--- src/hdl/assert_macros.svh ---
// ----------------------------------------------------------------------------
// assert_macros.svh
// shared concurrent assertion macros for the peak detector
// ----------------------------------------------------------------------------
`ifndef ASSERT_MACROS_SVH
`define ASSERT_MACROS_SVH

// same-cycle implication, disabled during reset
`define ASSERT_SAME(label, clk, rst_n, ante, cons) \
  label: assert property (@(posedge clk) disable iff (!rst_n) (ante) |-> (cons)) \
    else $error("assertion failed");

// next-cycle implication, disabled during reset
`define ASSERT_NEXT(label, clk, rst_n, ante, cons) \
  label: assert property (@(posedge clk) disable iff (!rst_n) (ante) |=> (cons)) \
    else $error("assertion failed");

`endif

--- src/hdl/pdms_pkg.sv ---
// ----------------------------------------------------------------------------
// pdms_pkg
// types and constants shared by the peak detector modules
// ----------------------------------------------------------------------------
package pdms_pkg;

  // sample and frame sizing
  localparam int SAMPLE_BITS  = 16;
  localparam int MAX_LEN      = 4096;
  localparam int IDX_BITS     = $clog2(MAX_LEN + 1);
  localparam int POS_BITS     = 12;
  localparam int MIN_SEP_BITS = 12;

  // configuration port
  localparam int CFG_IDX_BITS  = 8;
  localparam int CFG_DATA_BITS = 16;

  // event queue between front and back
  localparam int QDEPTH    = 4;
  localparam int QPTR_BITS = $clog2(QDEPTH);

  typedef logic signed [SAMPLE_BITS-1:0] sample_t;
  typedef logic [POS_BITS-1:0]           pos_t;
  typedef logic [IDX_BITS-1:0]           idx_t;
  typedef logic [MIN_SEP_BITS-1:0]       min_sep_t;
  typedef logic [CFG_IDX_BITS-1:0]       cfg_idx_t;
  typedef logic [CFG_DATA_BITS-1:0]      cfg_data_t;
  typedef logic [QPTR_BITS-1:0]          qptr_t;
  typedef logic [QPTR_BITS:0]            qcnt_t;

  // register indexes
  localparam cfg_idx_t CFG_THRESHOLD = cfg_idx_t'(0);
  localparam cfg_idx_t CFG_MIN_SEP   = cfg_idx_t'(1);

  // register reset values
  localparam sample_t  THRESHOLD_RESET = sample_t'(0);
  localparam min_sep_t MIN_SEP_RESET   = min_sep_t'(25);

  // results caused by one input item
  typedef struct packed {
    logic    emit_valid;   // a replaced pending peak leaves
    pos_t    emit_pos;
    sample_t emit_value;
    logic    eof_valid;    // frame end record present
    logic    eof_peak;     // frame end carries a peak
    pos_t    eof_pos;
    sample_t eof_value;
  } event_t;

endpackage

--- src/hdl/pdms_ifs.sv ---
// ----------------------------------------------------------------------------
// pdms interfaces
// valid/ready channels for samples, results and configuration writes
// ----------------------------------------------------------------------------
interface pdms_in_if;
  import pdms_pkg::*;
  logic    valid;
  logic    ready;
  sample_t sample;
  logic    end_of_frame;
  modport source (output valid, sample, end_of_frame, input ready);
  modport sink (input valid, sample, end_of_frame, output ready);
endinterface

interface pdms_out_if;
  import pdms_pkg::*;
  logic    valid;
  logic    ready;
  pos_t    position;
  sample_t peak_value;
  logic    peak_valid;
  logic    frame_done;
  logic    last_of_run;
  modport source (output valid, position, peak_value, peak_valid, frame_done,
                  last_of_run, input ready);
  modport sink (input valid, position, peak_value, peak_valid, frame_done,
                last_of_run, output ready);
endinterface

interface pdms_cfg_if;
  import pdms_pkg::*;
  logic      valid;
  logic      ready;
  cfg_idx_t  index;
  cfg_data_t data;
  modport source (output valid, index, data, input ready);
  modport sink (input valid, index, data, output ready);
endinterface

--- src/hdl/pdms_front.sv ---
// ----------------------------------------------------------------------------
// pdms_front
// accepts samples, finds candidates, merges them into the pending peak
// and pushes one event per item that causes results
// ----------------------------------------------------------------------------
module pdms_front (
  input  logic             clk,
  input  logic             rst_n,
  pdms_in_if.sink          in_ch,
  pdms_cfg_if.sink         cfg_ch,
  input  logic             q_full,
  output logic             q_push,
  output pdms_pkg::event_t q_data
);
  import pdms_pkg::*;

  sample_t  thr_r, thr_nxt;
  min_sep_t min_sep_r, min_sep_nxt;
  sample_t  prev_r, prev_nxt;
  sample_t  pprev_r, pprev_nxt;
  idx_t     idx_r, idx_nxt;
  logic     pend_v_r, pend_v_nxt;
  pos_t     pend_pos_r, pend_pos_nxt;
  sample_t  pend_val_r, pend_val_nxt;

  logic     accept;
  logic     cand;
  logic     close;
  pos_t     cand_pos;
  pos_t     pos_gap;
  logic     upd_v;
  pos_t     upd_pos;
  sample_t  upd_val;
  event_t   ev;

  assign in_ch.ready  = !q_full;
  assign cfg_ch.ready = 1'b1;
  assign accept       = in_ch.valid && in_ch.ready;

  // candidate test on the middle sample of the window
  assign cand = (idx_r >= idx_t'(2)) && (prev_r > pprev_r) &&
                (prev_r > in_ch.sample) && (prev_r > thr_r);
  assign cand_pos = pos_t'(idx_r - idx_t'(1));
  assign pos_gap  = cand_pos - pend_pos_r;
  assign close    = pend_v_r && (min_sep_t'(pos_gap) < min_sep_r);

  // merge or replace the pending peak
  always_comb begin
    upd_v          = pend_v_r;
    upd_pos        = pend_pos_r;
    upd_val        = pend_val_r;
    ev             = '0;
    ev.emit_pos    = pend_pos_r;
    ev.emit_value  = pend_val_r;
    if (cand) begin
      if (close) begin
        if (!(pend_val_r > prev_r)) begin
          upd_pos = cand_pos;
          upd_val = prev_r;
        end
      end else begin
        ev.emit_valid = pend_v_r;
        upd_v         = 1'b1;
        upd_pos       = cand_pos;
        upd_val       = prev_r;
      end
    end
    // frame end record
    ev.eof_valid = in_ch.end_of_frame;
    ev.eof_peak  = upd_v;
    ev.eof_pos   = upd_v ? upd_pos : '0;
    ev.eof_value = upd_v ? upd_val : '0;
  end

  assign q_push = accept && (ev.emit_valid || ev.eof_valid);
  assign q_data = ev;

  // next state for frame and config registers
  always_comb begin
    thr_nxt      = thr_r;
    min_sep_nxt  = min_sep_r;
    prev_nxt     = prev_r;
    pprev_nxt    = pprev_r;
    idx_nxt      = idx_r;
    pend_v_nxt   = pend_v_r;
    pend_pos_nxt = pend_pos_r;
    pend_val_nxt = pend_val_r;
    if (cfg_ch.valid && cfg_ch.ready) begin
      case (cfg_ch.index)
        CFG_THRESHOLD: thr_nxt = sample_t'(cfg_ch.data[SAMPLE_BITS-1:0]);
        CFG_MIN_SEP:   min_sep_nxt = cfg_ch.data[MIN_SEP_BITS-1:0];
        default: ;
      endcase
    end
    if (accept) begin
      if (in_ch.end_of_frame) begin
        prev_nxt     = '0;
        pprev_nxt    = '0;
        idx_nxt      = '0;
        pend_v_nxt   = 1'b0;
        pend_pos_nxt = '0;
        pend_val_nxt = '0;
      end else begin
        pprev_nxt    = prev_r;
        prev_nxt     = in_ch.sample;
        if (idx_r != idx_t'(MAX_LEN)) begin
          idx_nxt = idx_r + idx_t'(1);
        end
        pend_v_nxt   = upd_v;
        pend_pos_nxt = upd_pos;
        pend_val_nxt = upd_val;
      end
    end
  end

  // state registers
  always_ff @(posedge clk) begin
    if (!rst_n) begin
      thr_r      <= THRESHOLD_RESET;
      min_sep_r  <= MIN_SEP_RESET;
      prev_r     <= '0;
      pprev_r    <= '0;
      idx_r      <= '0;
      pend_v_r   <= 1'b0;
      pend_pos_r <= '0;
      pend_val_r <= '0;
    end else begin
      thr_r      <= thr_nxt;
      min_sep_r  <= min_sep_nxt;
      prev_r     <= prev_nxt;
      pprev_r    <= pprev_nxt;
      idx_r      <= idx_nxt;
      pend_v_r   <= pend_v_nxt;
      pend_pos_r <= pend_pos_nxt;
      pend_val_r <= pend_val_nxt;
    end
  end

endmodule

--- src/hdl/pdms_queue.sv ---
// ----------------------------------------------------------------------------
// pdms_queue
// small event queue that decouples the front from the result stage
// ----------------------------------------------------------------------------
module pdms_queue (
  input  logic             clk,
  input  logic             rst_n,
  input  logic             push,
  input  pdms_pkg::event_t push_data,
  input  logic             pop,
  output pdms_pkg::event_t head,
  output logic             full,
  output logic             empty
);
  import pdms_pkg::*;

  event_t mem_r [QDEPTH];
  qptr_t  wr_ptr_r, wr_ptr_nxt;
  qptr_t  rd_ptr_r, rd_ptr_nxt;
  qcnt_t  cnt_r, cnt_nxt;
  logic   do_push;
  logic   do_pop;

  assign full    = (cnt_r == qcnt_t'(QDEPTH));
  assign empty   = (cnt_r == '0);
  assign do_push = push && !full;
  assign do_pop  = pop && !empty;
  assign head    = mem_r[rd_ptr_r];

  // pointer and count update
  always_comb begin
    wr_ptr_nxt = wr_ptr_r;
    rd_ptr_nxt = rd_ptr_r;
    cnt_nxt    = cnt_r;
    if (do_push) begin
      wr_ptr_nxt = (wr_ptr_r == qptr_t'(QDEPTH - 1)) ? '0 : wr_ptr_r + qptr_t'(1);
    end
    if (do_pop) begin
      rd_ptr_nxt = (rd_ptr_r == qptr_t'(QDEPTH - 1)) ? '0 : rd_ptr_r + qptr_t'(1);
    end
    if (do_push && !do_pop) begin
      cnt_nxt = cnt_r + qcnt_t'(1);
    end else if (do_pop && !do_push) begin
      cnt_nxt = cnt_r - qcnt_t'(1);
    end
  end

  always_ff @(posedge clk) begin
    if (!rst_n) begin
      wr_ptr_r <= '0;
      rd_ptr_r <= '0;
      cnt_r    <= '0;
    end else begin
      wr_ptr_r <= wr_ptr_nxt;
      rd_ptr_r <= rd_ptr_nxt;
      cnt_r    <= cnt_nxt;
    end
  end

  // storage
  always_ff @(posedge clk) begin
    if (do_push) begin
      mem_r[wr_ptr_r] <= push_data;
    end
  end

endmodule

--- src/hdl/pdms_back.sv ---
// ----------------------------------------------------------------------------
// pdms_back
// unpacks queued events into result transfers through an output register
// ----------------------------------------------------------------------------
module pdms_back (
  input  logic             clk,
  input  logic             rst_n,
  input  pdms_pkg::event_t head,
  input  logic             q_empty,
  output logic             q_pop,
  pdms_out_if.source       out_ch
);
  import pdms_pkg::*;

  logic    out_v_r, out_v_nxt;
  logic    second_r, second_nxt;
  pos_t    pos_r, pos_nxt;
  sample_t val_r, val_nxt;
  logic    pv_r, pv_nxt;
  logic    done_r, done_nxt;
  logic    last_r, last_nxt;
  logic    load;
  logic    take_eof;

  assign load = !out_v_r || out_ch.ready;

  // choose the next record from the head event
  always_comb begin
    q_pop      = 1'b0;
    second_nxt = second_r;
    out_v_nxt  = out_v_r;
    take_eof   = 1'b1;
    if (load) begin
      out_v_nxt = !q_empty;
      if (!q_empty) begin
        if (!second_r && head.emit_valid) begin
          take_eof = 1'b0;
          if (head.eof_valid) begin
            second_nxt = 1'b1;
          end else begin
            q_pop = 1'b1;
          end
        end else begin
          second_nxt = 1'b0;
          q_pop      = 1'b1;
        end
      end
    end
  end

  // result fields of the chosen record
  always_comb begin
    if (take_eof) begin
      pos_nxt  = head.eof_pos;
      val_nxt  = head.eof_value;
      pv_nxt   = head.eof_peak;
      done_nxt = 1'b1;
      last_nxt = 1'b1;
    end else begin
      pos_nxt  = head.emit_pos;
      val_nxt  = head.emit_value;
      pv_nxt   = 1'b1;
      done_nxt = 1'b0;
      last_nxt = !head.eof_valid;
    end
  end

  always_ff @(posedge clk) begin
    if (!rst_n) begin
      out_v_r  <= 1'b0;
      second_r <= 1'b0;
    end else begin
      out_v_r  <= out_v_nxt;
      second_r <= second_nxt;
    end
  end

  // output payload register
  always_ff @(posedge clk) begin
    if (load && !q_empty) begin
      pos_r  <= pos_nxt;
      val_r  <= val_nxt;
      pv_r   <= pv_nxt;
      done_r <= done_nxt;
      last_r <= last_nxt;
    end
  end

  assign out_ch.valid       = out_v_r;
  assign out_ch.position    = pos_r;
  assign out_ch.peak_value  = val_r;
  assign out_ch.peak_valid  = pv_r;
  assign out_ch.frame_done  = done_r;
  assign out_ch.last_of_run = last_r;

endmodule

--- src/hdl/peak_detect_min_separation.sv ---
// ----------------------------------------------------------------------------
// peak_detect_min_separation
// Streaming peak finder: takes one signed sample per cycle unless the event
// queue is full, and reports strict local maxima above the threshold, merging
// peaks closer than min_separation (larger kept, later kept on a tie). A
// sample that both releases a pending peak and ends the frame yields two
// result transfers. The front keeps taking samples while results wait,
// until the four-entry event queue between front and result stage fills;
// a result passes through that queue and then the output register.
// Configuration writes are always ready and take effect in the next cycle.
// ----------------------------------------------------------------------------
`include "assert_macros.svh"

module peak_detect_min_separation (
  input  logic       clk,
  input  logic       rst_n,
  pdms_in_if.sink    in_ch,
  pdms_out_if.source out_ch,
  pdms_cfg_if.sink   cfg_ch
);
  import pdms_pkg::*;

  logic   q_push;
  logic   q_pop;
  logic   q_full;
  logic   q_empty;
  event_t q_in;
  event_t q_head;

  // sample classification and pending peak
  pdms_front u_front (
    .clk    (clk),
    .rst_n  (rst_n),
    .in_ch  (in_ch),
    .cfg_ch (cfg_ch),
    .q_full (q_full),
    .q_push (q_push),
    .q_data (q_in)
  );

  // event queue
  pdms_queue u_queue (
    .clk       (clk),
    .rst_n     (rst_n),
    .push      (q_push),
    .push_data (q_in),
    .pop       (q_pop),
    .head      (q_head),
    .full      (q_full),
    .empty     (q_empty)
  );

  // result stage
  pdms_back u_back (
    .clk     (clk),
    .rst_n   (rst_n),
    .head    (q_head),
    .q_empty (q_empty),
    .q_pop   (q_pop),
    .out_ch  (out_ch)
  );

  // checks
  `ASSERT_SAME(a_no_overflow, clk, rst_n, q_push, !q_full)
  `ASSERT_SAME(a_empty_end, clk, rst_n, out_ch.valid && !out_ch.peak_valid,
               out_ch.frame_done && out_ch.last_of_run && out_ch.position == '0)
  `ASSERT_SAME(a_done_last, clk, rst_n, out_ch.valid && out_ch.frame_done,
               out_ch.last_of_run)
  `ASSERT_NEXT(a_pop_nonempty, clk, rst_n, q_pop && q_empty, 1'b0)

endmodule
--- src/flat_wrapper.sv ---
// flat-port wrapper written by rule: the top's interface ports become plain ports
module peak_detect_min_separation_flat import pdms_pkg::*;
  (clk, rst_n, in_ch_valid, in_ch_sample, in_ch_end_of_frame, in_ch_ready, out_ch_valid, out_ch_position, out_ch_peak_value, out_ch_peak_valid, out_ch_frame_done, out_ch_last_of_run, out_ch_ready, cfg_ch_valid, cfg_ch_index, cfg_ch_data, cfg_ch_ready);
  pdms_in_if in_ch_i ();
  pdms_out_if out_ch_i ();
  pdms_cfg_if cfg_ch_i ();
  input  logic clk;
  input  logic rst_n;
  input wire logic [$bits(in_ch_i.valid)-1:0] in_ch_valid;
  input wire logic [$bits(in_ch_i.sample)-1:0] in_ch_sample;
  input wire logic [$bits(in_ch_i.end_of_frame)-1:0] in_ch_end_of_frame;
  output wire logic [$bits(in_ch_i.ready)-1:0] in_ch_ready;
  output wire logic [$bits(out_ch_i.valid)-1:0] out_ch_valid;
  output wire logic [$bits(out_ch_i.position)-1:0] out_ch_position;
  output wire logic [$bits(out_ch_i.peak_value)-1:0] out_ch_peak_value;
  output wire logic [$bits(out_ch_i.peak_valid)-1:0] out_ch_peak_valid;
  output wire logic [$bits(out_ch_i.frame_done)-1:0] out_ch_frame_done;
  output wire logic [$bits(out_ch_i.last_of_run)-1:0] out_ch_last_of_run;
  input wire logic [$bits(out_ch_i.ready)-1:0] out_ch_ready;
  input wire logic [$bits(cfg_ch_i.valid)-1:0] cfg_ch_valid;
  input wire logic [$bits(cfg_ch_i.index)-1:0] cfg_ch_index;
  input wire logic [$bits(cfg_ch_i.data)-1:0] cfg_ch_data;
  output wire logic [$bits(cfg_ch_i.ready)-1:0] cfg_ch_ready;
  assign in_ch_i.valid = in_ch_valid;
  assign in_ch_i.sample = in_ch_sample;
  assign in_ch_i.end_of_frame = in_ch_end_of_frame;
  assign in_ch_ready = in_ch_i.ready;
  assign out_ch_valid = out_ch_i.valid;
  assign out_ch_position = out_ch_i.position;
  assign out_ch_peak_value = out_ch_i.peak_value;
  assign out_ch_peak_valid = out_ch_i.peak_valid;
  assign out_ch_frame_done = out_ch_i.frame_done;
  assign out_ch_last_of_run = out_ch_i.last_of_run;
  assign out_ch_i.ready = out_ch_ready;
  assign cfg_ch_i.valid = cfg_ch_valid;
  assign cfg_ch_i.index = cfg_ch_index;
  assign cfg_ch_i.data = cfg_ch_data;
  assign cfg_ch_ready = cfg_ch_i.ready;
  peak_detect_min_separation u_core (.clk(clk), .rst_n(rst_n), .in_ch(in_ch_i), .out_ch(out_ch_i), .cfg_ch(cfg_ch_i));
endmodule
--- config.mk ---
export PLATFORM = sky130hd
export DESIGN_NAME = peak_detect_min_separation_flat
export DESIGN_NICKNAME = d
export VERILOG_FILES = /design/src/hdl/pdms_pkg.sv /design/src/hdl/pdms_ifs.sv /design/src/hdl/pdms_front.sv /design/src/hdl/pdms_queue.sv /design/src/hdl/pdms_back.sv /design/src/hdl/peak_detect_min_separation.sv /design/src/flat_wrapper.sv
export VERILOG_INCLUDE_DIRS = /design/src /design/src/hdl
export SDC_FILE = /design/constraint.sdc
export NUM_CORES = 1
export LEC_CHECK = 0
export BUFFER_PORTS_ARGS = -buffer_cell sky130_fd_sc_hd__buf_2
export CORE_MARGIN = 4
export CORE_UTILIZATION = 40
export DETAILED_ROUTE_END_ITERATION = 12
export GPL_TIMING_DRIVEN = 0
export HOLD_SLACK_MARGIN = 0.12
export PLACE_DENSITY = 0.65
export SLEW_MARGIN = 20
export SYNTH_ARGS = -nofsm -noshare
export SYNTH_HDL_FRONTEND = slang
export SYNTH_SLANG_ARGS = --single-unit
--- constraint.sdc ---
create_clock -name clk -period 6.8 [get_ports clk]
set_clock_uncertainty 0.15 [all_clocks]
set_input_delay 1.36 -clock clk [delete_from_list [all_inputs] [get_ports clk]]
set_output_delay 1.36 -clock clk [all_outputs]
set_load 0.005 [all_outputs]
# ---- Yosys cells after proc, flatten, opt, wreduce, memory -nomap -nowiden
# Memories as Yosys holds them, arrays and structs flattened. A register that Yosys moved wholly into a read port is not among the register bits.
# Index checks and enable logic that the tools add are counted.
dict set report word_totals {
  register_bits 142
  latch_bits 0
  ramBits 236
  romBits 0
  word_cells 107
  n_memories 1
}
dict set report classes {
  addsub 7
  n_mul 0
  div 0
  order_cmp 6
  eq_ne 6
  shifts 0
  mux 39
  bitwise_logic 1
  reduce_logical 29
}
# name depth width rd rd_clocked_by_memory_dff wr line
set mem_list {}
lappend mem_list {u_core.u_queue.mem_r 4 59 1 1 1 pdms_queue.sv:17} ;# event_t mem_r [QDEPTH];
# op count
set ops {}
lappend ops {{2-to-1 mux 16 bit} 8}
lappend ops {{2-to-1 mux 12 bit} 6}
lappend ops {{greater-than comparator 16 bit} 4}
lappend ops {{2-to-1 mux 13 bit} 2}
lappend ops {{2-to-1 mux 1 bit} 17}
lappend ops {{adder 13 x 1 -> 13 bit, second input constant} 1}
lappend ops {{greater-or-equal comparator 13 x 2 -> 1 bit, second input constant} 1}
lappend ops {{inequality test 13 bit, second input constant} 1}
lappend ops {{logical AND 1 bit} 12}
lappend ops {{< comparator 12 bit} 1}
lappend ops {{subtractor 12 x 1 -> 12 bit, second input constant} 1}
lappend ops {{subtractor 12 bit} 1}
lappend ops {{== test 8 x 1 -> 1 bit, second input constant} 1}
lappend ops {{logical NOT 8 bit} 1}
lappend ops {{2-to-1 mux 2 bit} 4}
lappend ops {{logical NOT 1 bit} 7}
lappend ops {{2-to-1 mux 3 bit} 2}
lappend ops {{AND reduction 2 bit} 3}
lappend ops {{adder 2 x 1 -> 2 bit, second input constant} 2}
lappend ops {{== test 2 bit, second input constant} 2}
lappend ops {{nonzero test 2 bit} 2}
lappend ops {{adder 3 x 1 -> 3 bit, second input constant} 1}
lappend ops {{== test 3 bit, second input constant} 1}
lappend ops {{logical NOT 3 bit} 1}
lappend ops {{5 further kinds} 6}

# ---- Depth between registers and ports, before layout
# Gate-level depths: netlist of the first run.
dict set report logic_depth {
  ltp_word 13
  depth_mapped 25
}

# ---- Modules after synthesis
# From an unflattened synthesis of the first run, not the netlist that was laid out.
dict set report unflattened {
  hier_cells 1251
  area_unflattened_um2 17135.2
}
# module n_inst cells_per_inst area_per_inst_um2 seq_area_each_um2
set by_module_without_submodules {}
lappend by_module_without_submodules {pdms_queue 1 360 9001.1 7267.0}
lappend by_module_without_submodules {pdms_front 1 815 6713.9 2042.0}
lappend by_module_without_submodules {pdms_back 1 76 1420.1 970.9}

# ---- Worst setup path before layout of the first run
# Ideal clock, no wire load.
dict set report synth_path {
  path_type {register -> register}
  from {reg u_core.u_front.idx_r[3]}
  to {mem u_core.u_queue.mem_r[0][0] (netlist bit) (enable)}
  setup_time_ns 0.423
  t_arrival_ns 5.357
  t_required_ns 6.227
  setup_slack_ns 0.870
  path_stages_with_launch 21
  n_path_buf 2
  synth_period_minus_slack_ns 5.930
  cell_sequence {dfxtp_1 > clkbuf_1 > or4_1 > nor2_1 > nand2_1 > or4_4 > xnor2_2 > ha_1 > inv_1 > nor3_1 > a31oi_1 > a21boi_0 > o311ai_0 > ha_1 > a211o_1 > o22a_1 > nand3_1 > nor4_1 > o21a_1 > buf_2 > and2_1}
}
# item line
set synth_lines {}
lappend synth_lines {{start, declared} pdms_front.sv:21} ;# idx_t idx_r, idx_nxt;
lappend synth_lines {{start signal, assigned} pdms_front.sv:132} ;# idx_r <= idx_nxt;
lappend synth_lines {{end, declared} pdms_queue.sv:17}

==> impl_metrics.env, run 1 <==
export IMPL_syn_nets=1481
export IMPL_worst_skew_pair_late_latency_ns=0.56
export IMPL_cts_tree="built"
export IMPL_final_core_util=0.466
export IMPL_worstReg2RegStart="u_core.u_front.idx_r[3]$_SDFFE_PN0P_"
export IMPL_antenna_found_initial=0
export IMPL_fmax_mhz=158
export IMPL_avgSynthCellArea_um2=13.2
export IMPL_rsz0062_at_grt="false"
export IMPL_period_share=0.933
export IMPL_grt_ovfl_total=0
export IMPL_die_w_um=218
export IMPL_cp_start_kind="flop"
export IMPL_drt_iter0_markers=790
export IMPL_arrival_ns=6.45
export IMPL_wirelength_mm=41.0
export IMPL_finalCriticalPeriod_ns=6.34
export IMPL_via_count=11100
export IMPL_syn_area_um2=17600
export IMPL_nFillCells=3812
export IMPL_vias_per_cell=5.32
export IMPL_htree_num_levels=2
export IMPL_met3_length_mm=2.38
export IMPL_final_nets=1606
export IMPL_yosysWarnings=0
export IMPL_ys_seq_area_frac=0.584
export IMPL_slowest_stage="a211oi_1"
export IMPL_relSlewSlack=0.354
export IMPL_insertedDiodeCount=0
export IMPL_most_common_layout_cells="edfxtp_1, dfxtp_1, inv_1, ha_1, nor2_1"
export IMPL_core_um2=43300
export IMPL_tightest_slew_ns=0.969
export IMPL_area_growth_pct=14.5
export IMPL_final_common_cell="edfxtp_1"
export IMPL_drc_errors=0
export IMPL_portBuffers=78
export IMPL_drive_above_1_share=0.175
export IMPL_powerDensity_nw_per_um2=317
export IMPL_holdCritStartpoint="u_core.u_front.min_sep_r[0]$_SDFFE_PN1P_"
export IMPL_dp_final_hpwl_mm=29.0
export IMPL_top_layer_used="met4"
export IMPL_grt_use_total=0.174
export IMPL_max_cap_violations=0
export IMPL_cts_sinks=380
export IMPL_ys_flop_type="edfxtp_1"
export IMPL_die_area_um2=47400
export IMPL_ys_ff_latch=380
export IMPL_leakage_nw=7.45
export IMPL_hold_class="flop to flop"
export IMPL_wl_met2_mm=19.4
export IMPL_cp_slowest_stage_delay_ns=0.61
export IMPL_crit_type="flop to flop"
export IMPL_grt_pass1_wl_mm=64.3
export IMPL_hold_violations=0
export IMPL_grt_max_degree=50
export IMPL_required_ns=6.90
export IMPL_end_kind="flop"
export IMPL_hold_buffers=0
export IMPL_rows=76
export IMPL_synthesis_instances=1337
export IMPL_path_clk_slew_ns=0.06
export IMPL_gp_congestion=0.850
export IMPL_synth_edff_count=267
export IMPL_first_pass_iters=7
export IMPL_numCtsBuffers=41
export IMPL_setup_viol=0
export IMPL_io_pin_count=80
export IMPL_postRouteAntennaNets=0
export IMPL_worstPathCellList="clkbuf_1 -> or4_1 -> nor2_1 -> nand2_1 -> or4_4 -> xnor2_2 -> ha_1 -> inv_1 -> nor3_1 -> a31oi_1 -> a21boi_0 -> o311ai_0 -> ha_1 -> a211o_1 -> a211o_1 -> a221oi_1 -> a32oi_4 -> nand3_2 -> buf_2 -> buf_4 -> nor2_1 -> a211oi_1"
export IMPL_peakVddDrop_mv=0.148
export IMPL_wl_per_cell_um=19.7
export IMPL_finalSetupTns_ns=0
export IMPL_yosysUniqueCellTypes=67
export IMPL_cts_root_to_sink_buffers=3
export IMPL_drv_slew=0
export IMPL_fp_dieH_um=218
export IMPL_outcome="completed"
export IMPL_grt_pass1_vias=11200
export IMPL_initial_core_util=0.407
export IMPL_cts_root_buf="clkbuf_16"
export IMPL_synthArstFlopShare=0
export IMPL_setup_worst_path_start="u_core.u_front.idx_r[3]$_SDFFE_PN0P_"
export IMPL_path_max_fanout=10
export IMPL_met1_length_mm=18.4
where the power goes:
group	switching [mW]	internal (mW)	leakage [nW]
Clock	0.897	1.26	0.621
Sequential	0.0648	2.71	3.64
Combinational	0.828	0.633	3.19
Total	1.79	4.60	7.45
per-stage QoR:
step | worst slack (ns) | total power [mW] | cell area [um2] | std cells | hold WS, ns
CTS | 0.365 | 6.48 | 20100 | 2078 | 0.324
finish | 0.456 | 6.39 | 20200 | 2078 | 0.335
floorplan | 0.870 | 3.80 | 17600 | 1337 | 0.287
detailed placement | 0.411 | 4.31 | 18800 | 2004 | 0.307
global route | 0.0249 | 6.70 | 20200 | 2078 | 0.350
global placement | -1.12 | 4.28 | 18700 | 2000 | 0.301
path summary, 6_finish.rpt:
kind | endpoint | slack, ns | cells after the start
max reg2reg | u_core.u_queue.mem_r[1][19]$_DFFE_PP_ | 0.46 | 22
max | u_core.u_queue.mem_r[1][19]$_DFFE_PP_ | 0.46 | 22
min reg2reg | u_core.u_front.min_sep_r[0]$_SDFFE_PN1P_ | 0.34 | 2
min | u_core.u_front.min_sep_r[0]$_SDFFE_PN1P_ | 0.34 | 2
Yosys cell counts (all sizes together) (3+ instances only):
master / count / area (um2)
dfxtp: 113 / 2260
edfxtp: 267 / 8020
nor2b: 61 / 382
nand4: 15 / 93.8
nand2: 53 / 199
and2: 9 / 56.3
nor2: 94 / 353
a21oi: 30 / 154
o211ai: 3 / 22.5
nor4: 7 / 43.8
buf: 20 / 103
or4: 22 / 173
mux2: 29 / 330
nor3: 12 / 60.1
mux4: 59 / 1330
a31oi: 34 / 228
nand2b: 3 / 18.8
a21boi: 34 / 255
xor2: 12 / 105
a21o: 10 / 75.1
xnor2: 16 / 148
or4b: 10 / 100
ha: 96 / 1200
and3: 5 / 31.3
nand3: 17 / 90.1
or3: 5 / 31.3
a211oi: 12 / 90.1
inv: 111 / 417
clkbuf: 47 / 176
mux2i: 50 / 500
o21ai: 49 / 245
critical path: cells and delay by family, from the launching register on:
family | cells | cell delay (ns)
adder cells (fa/ha/maj) | 2 | 0.65
AND/OR/NAND/NOR | 7 | 1.57
AO/OA/AOI/OAI | 8 | 2.40
flip-flops | 1 | 0.30
buffers and inverters | 4 | 0.76
XOR/XNOR | 1 | 0.20
metal layers:
metal,vias to the layer above,global-route usage
met5,-,0
met4,0,0.0497
met3,50,0.0254
met2,283,0.285
met1,5518,0.245
li1,5206,-
registers in the layout (all words and copies together), names as in the netlist, named ones only:
| name | cells |
|---|---|
| u_core.u_back.second_r | 1 |
| u_core.u_front.min_sep_r | 12 |
| u_core.u_back.out_ch.peak_value | 16 |
| u_core.u_back.out_ch.peak_valid | 1 |
| u_core.u_queue.rd_ptr_r | 2 |
| u_core.u_queue.mem_r | 236 |
| u_core.u_front.pend_val_r | 16 |
| u_core.u_back.out_ch.last_of_run | 1 |
| u_core.u_back.out_ch.valid | 1 |
| u_core.u_front.pprev_r | 16 |
| u_core.u_queue.wr_ptr_r | 2 |
| u_core.u_back.out_ch.position | 12 |
| u_core.u_front.pend_pos_r | 12 |
| u_core.u_front.thr_r | 16 |
| u_core.u_front.idx_r | 13 |
| u_core.u_front.prev_r | 16 |
| u_core.u_back.out_ch.frame_done | 1 |
| u_core.u_queue.cnt_r | 3 |
| u_core.u_front.pend_v_r | 1 |
cell families (layout without fill, tap and decap cells):
kind of cell / Yosys count / in the layout / share of synthesized area
flops: 380 / 380 / 0.584
xor+xnor: 28 / 28 / 0.0144
compound gates: 191 / 191 / 0.0720
buf+inv: 179 / 335 / 0.0397
fa+ha+maj: 98 / 98 / 0.0705
mux: 138 / 138 / 0.123
other cells: 1 / 1 / 0.000213
simple gates: 322 / 322 / 0.0967
layout make-up:
class                   count  area [um2]  share of cell area
multi-input cells         778        6660               0.331
inverters                 112         420              0.0209
repair buffers             82         485              0.0241
plain buffers              67         283              0.0140
well taps                 585         732              0.0363
flip-flops and latches    380       10300               0.510
clock buffers              58        1150              0.0571
clock inverters            16         144             0.00714
what timing repair did:
item | in CTS | in global routing
buffers inserted | 0 | 0
setup endpoints to repair | 0 | 16
resized for setup | 0 | 4
Power figures use the tool's default switching activity.
==> run 2: changes to the inputs <==
- GPL_TIMING_DRIVEN: 0 -> unset
- PLACE_DENSITY: 0.65 -> 0.61
==> impl_metrics.env, run 2 (synthesized netlist as in run 1, its figures left out) <==
export IMPL_cts_root_buf="clkbuf_16"
export IMPL_ff2ff_setup_slack_ns=0.80
export IMPL_rows=76
export IMPL_cts_root_to_sink_buffers=3
export IMPL_antenna_found_initial=1
export IMPL_drc_errors=0
export IMPL_cts_tree="built"
export IMPL_powerDensity_nw_per_um2=315
export IMPL_drive_above_1_share=0.181
export IMPL_cts_sinks=380
export IMPL_path_clk_slew_ns=0.06
export IMPL_grt_pass1_vias=10900
export IMPL_pre_cts_slack_ns=0.787
export IMPL_grt_ovfl_total=0
export IMPL_wl_per_cell_um=19.0
export IMPL_required_ns=6.88
export IMPL_crit_type="flop to flop"
export IMPL_hold_buffers=0
export IMPL_wirelength_mm=38.5
export IMPL_fp_dieH_um=218
export IMPL_grt_pass1_wl_mm=62.0
export IMPL_gp_congestion=0.804
export IMPL_hold_violations=0
export IMPL_tightest_slew_ns=1.03
export IMPL_outcome="completed"
export IMPL_final_core_util=0.461
export IMPL_r2r_end="u_core.u_queue.mem_r[1][6]$_DFFE_PP_"
export IMPL_rsz0062_at_grt="false"
export IMPL_end_kind="flop"
export IMPL_max_cap_violations=0
export IMPL_reg2regPathDepth=20
export IMPL_leakage_nw=7.41
export IMPL_nFillCells=3852
export IMPL_worstReg2RegStart="u_core.u_front.idx_r[2]$_SDFFE_PN0P_"
export IMPL_crit_family="simple AND/OR/NAND/NOR gates"
export IMPL_largest_reg_flops=236
export IMPL_grt_max_degree=78
export IMPL_worst_skew_pair_late_latency_ns=0.56
export IMPL_holdWs_ns=0.322
export IMPL_dp_final_hpwl_mm=25.5
export IMPL_final_common_cell="edfxtp_1"
export IMPL_period_share=0.883
export IMPL_drt_iter0_markers=665
export IMPL_insertedDiodeCount=0
export IMPL_final_nets=1556
export IMPL_finalCriticalPeriod_ns=6.00
export IMPL_fmax_mhz=167
export IMPL_area_growth_pct=13.2
export IMPL_htree_num_levels=2
export IMPL_cts_resized=0
export IMPL_cp_start_kind="flop"
export IMPL_core_um2=43300
export IMPL_drv_slew=0
export IMPL_grt_use_total=0.165
export IMPL_peakVddDrop_mv=0.243
export IMPL_most_common_layout_cells="edfxtp_1, dfxtp_1, inv_1, ha_1, nor2_1"
export IMPL_first_pass_iters=5
export IMPL_cp_slowest_stage_delay_ns=0.58
export IMPL_via_count=10600
export IMPL_io_pin_count=80
export IMPL_cts_setup_buffers=0
export IMPL_vias_per_cell=5.23
export IMPL_die_w_um=218
export IMPL_die_area_um2=47400
export IMPL_worst_path_buf_inv=2
export IMPL_postRouteAntennaNets=0
export IMPL_relSlewSlack=0.313
export IMPL_setup_ws_ns=0.797
export IMPL_worstPathCellList="or4_1 -> nor2_1 -> nand2_1 -> or4_4 -> xnor2_2 -> ha_1 -> inv_1 -> nor3_1 -> a31oi_1 -> a21boi_0 -> o311ai_0 -> ha_1 -> a211o_1 -> a211o_1 -> a221oi_1 -> a32oi_4 -> nand3_2 -> buf_4 -> mux2i_1 -> nor2_1"
export IMPL_numCtsBuffers=42
export IMPL_min_path_cells=2
export IMPL_slowest_stage="or4_1"
export IMPL_power_total_mw=6.27
export IMPL_initial_core_util=0.407
export IMPL_finalSetupTns_ns=0
export IMPL_top_register="u_core.u_queue.mem_r"
export IMPL_min_to="u_core.u_front.min_sep_r[0]$_SDFFE_PN1P_"
export IMPL_holdCritStartpoint="u_core.u_front.min_sep_r[0]$_SDFFE_PN1P_"
export IMPL_arrival_ns=6.09
export IMPL_hold_class="flop to flop"
export IMPL_setup_viol=0
export IMPL_portBuffers=78
export IMPL_path_max_fanout=37
[run 2: worst max-delay path by stage]
stage | from | to | cells after the start | slack, ns
after floorplan | u_core.u_front.idx_r[3]$_SDFFE_PN0P_ | u_core.u_queue.mem_r[0][0]$_DFFE_PP_ | 20 | 0.87
after global placement | u_core.u_front.idx_r[2]$_SDFFE_PN0P_ | u_core.u_queue.mem_r[0][9]$_DFFE_PP_ | 20 | 0.88
after detailed placement | u_core.u_front.idx_r[2]$_SDFFE_PN0P_ | u_core.u_queue.mem_r[0][6]$_DFFE_PP_ | 20 | 0.79
after CTS | u_core.u_front.idx_r[2]$_SDFFE_PN0P_ | u_core.u_queue.mem_r[1][6]$_DFFE_PP_ | 20 | 0.78
after global routing | u_core.u_front.idx_r[2]$_SDFFE_PN0P_ | u_core.u_queue.mem_r[1][6]$_DFFE_PP_ | 21 | 0.26
final | u_core.u_front.idx_r[2]$_SDFFE_PN0P_ | u_core.u_queue.mem_r[1][6]$_DFFE_PP_ | 20 | 0.80
[run 2: worst register-to-register path, stage by stage (launching register included)]
cell and delay, ns:
dfxtp_1 0.37, or4_1 0.58, nor2_1 0.14, nand2_1 0.11
or4_4 0.44, xnor2_2 0.16, ha_1 0.34, inv_1 0.11
nor3_1 0.06, a31oi_1 0.14, a21boi_0 0.18, o311ai_0 0.16
ha_1 0.31, a211o_1 0.28, a211o_1 0.26, a221oi_1 0.42
a32oi_4 0.19, nand3_2 0.51, buf_4 0.43, mux2i_1 0.24
nor2_1 0.10
[run 2: area by class of cell]
cell class / instances / area [um2] / share of cell area
flip-flops and latches: 380 / 10300 / 0.516
clock inverters: 17 / 88.8 / 0.00446
multi-input cells: 778 / 6640 / 0.333
repair buffers: 98 / 591 / 0.0296
well taps: 585 / 732 / 0.0367
inverters: 112 / 420 / 0.0211
clock buffers: 60 / 1180 / 0.0592
[run 2: through the flow]
step	cell area (um2)	std cells
floorplan	17600	1337
global placement	18700	1953
detailed placement	18700	1953
CTS	19900	2030
global route	19900	2030
finish	19900	2030
[run 2: layer usage]
| layer | up-vias | global-route usage | share of wire |
|---|---|---|---|
| met4 | 2 | 0.0402 | 0.020 |
| li1 | 5106 | - | - |
| met1 | 5224 | 0.236 | 0.48 |
| met2 | 227 | 0.257 | 0.45 |
| met3 | 53 | 0.0365 | 0.053 |
| met5 | - | 0 | 0.00034 |
[run 2: power breakdown]
| group | total [mW] | switching [mW] | internal, mW |
|---|---|---|---|
| Sequential | 2.80 | 0.0858 | 2.71 |
| Clock | 2.10 | 0.895 | 1.21 |
| Combinational | 1.37 | 0.748 | 0.625 |
| Total | 6.27 | 1.73 | 4.54 |
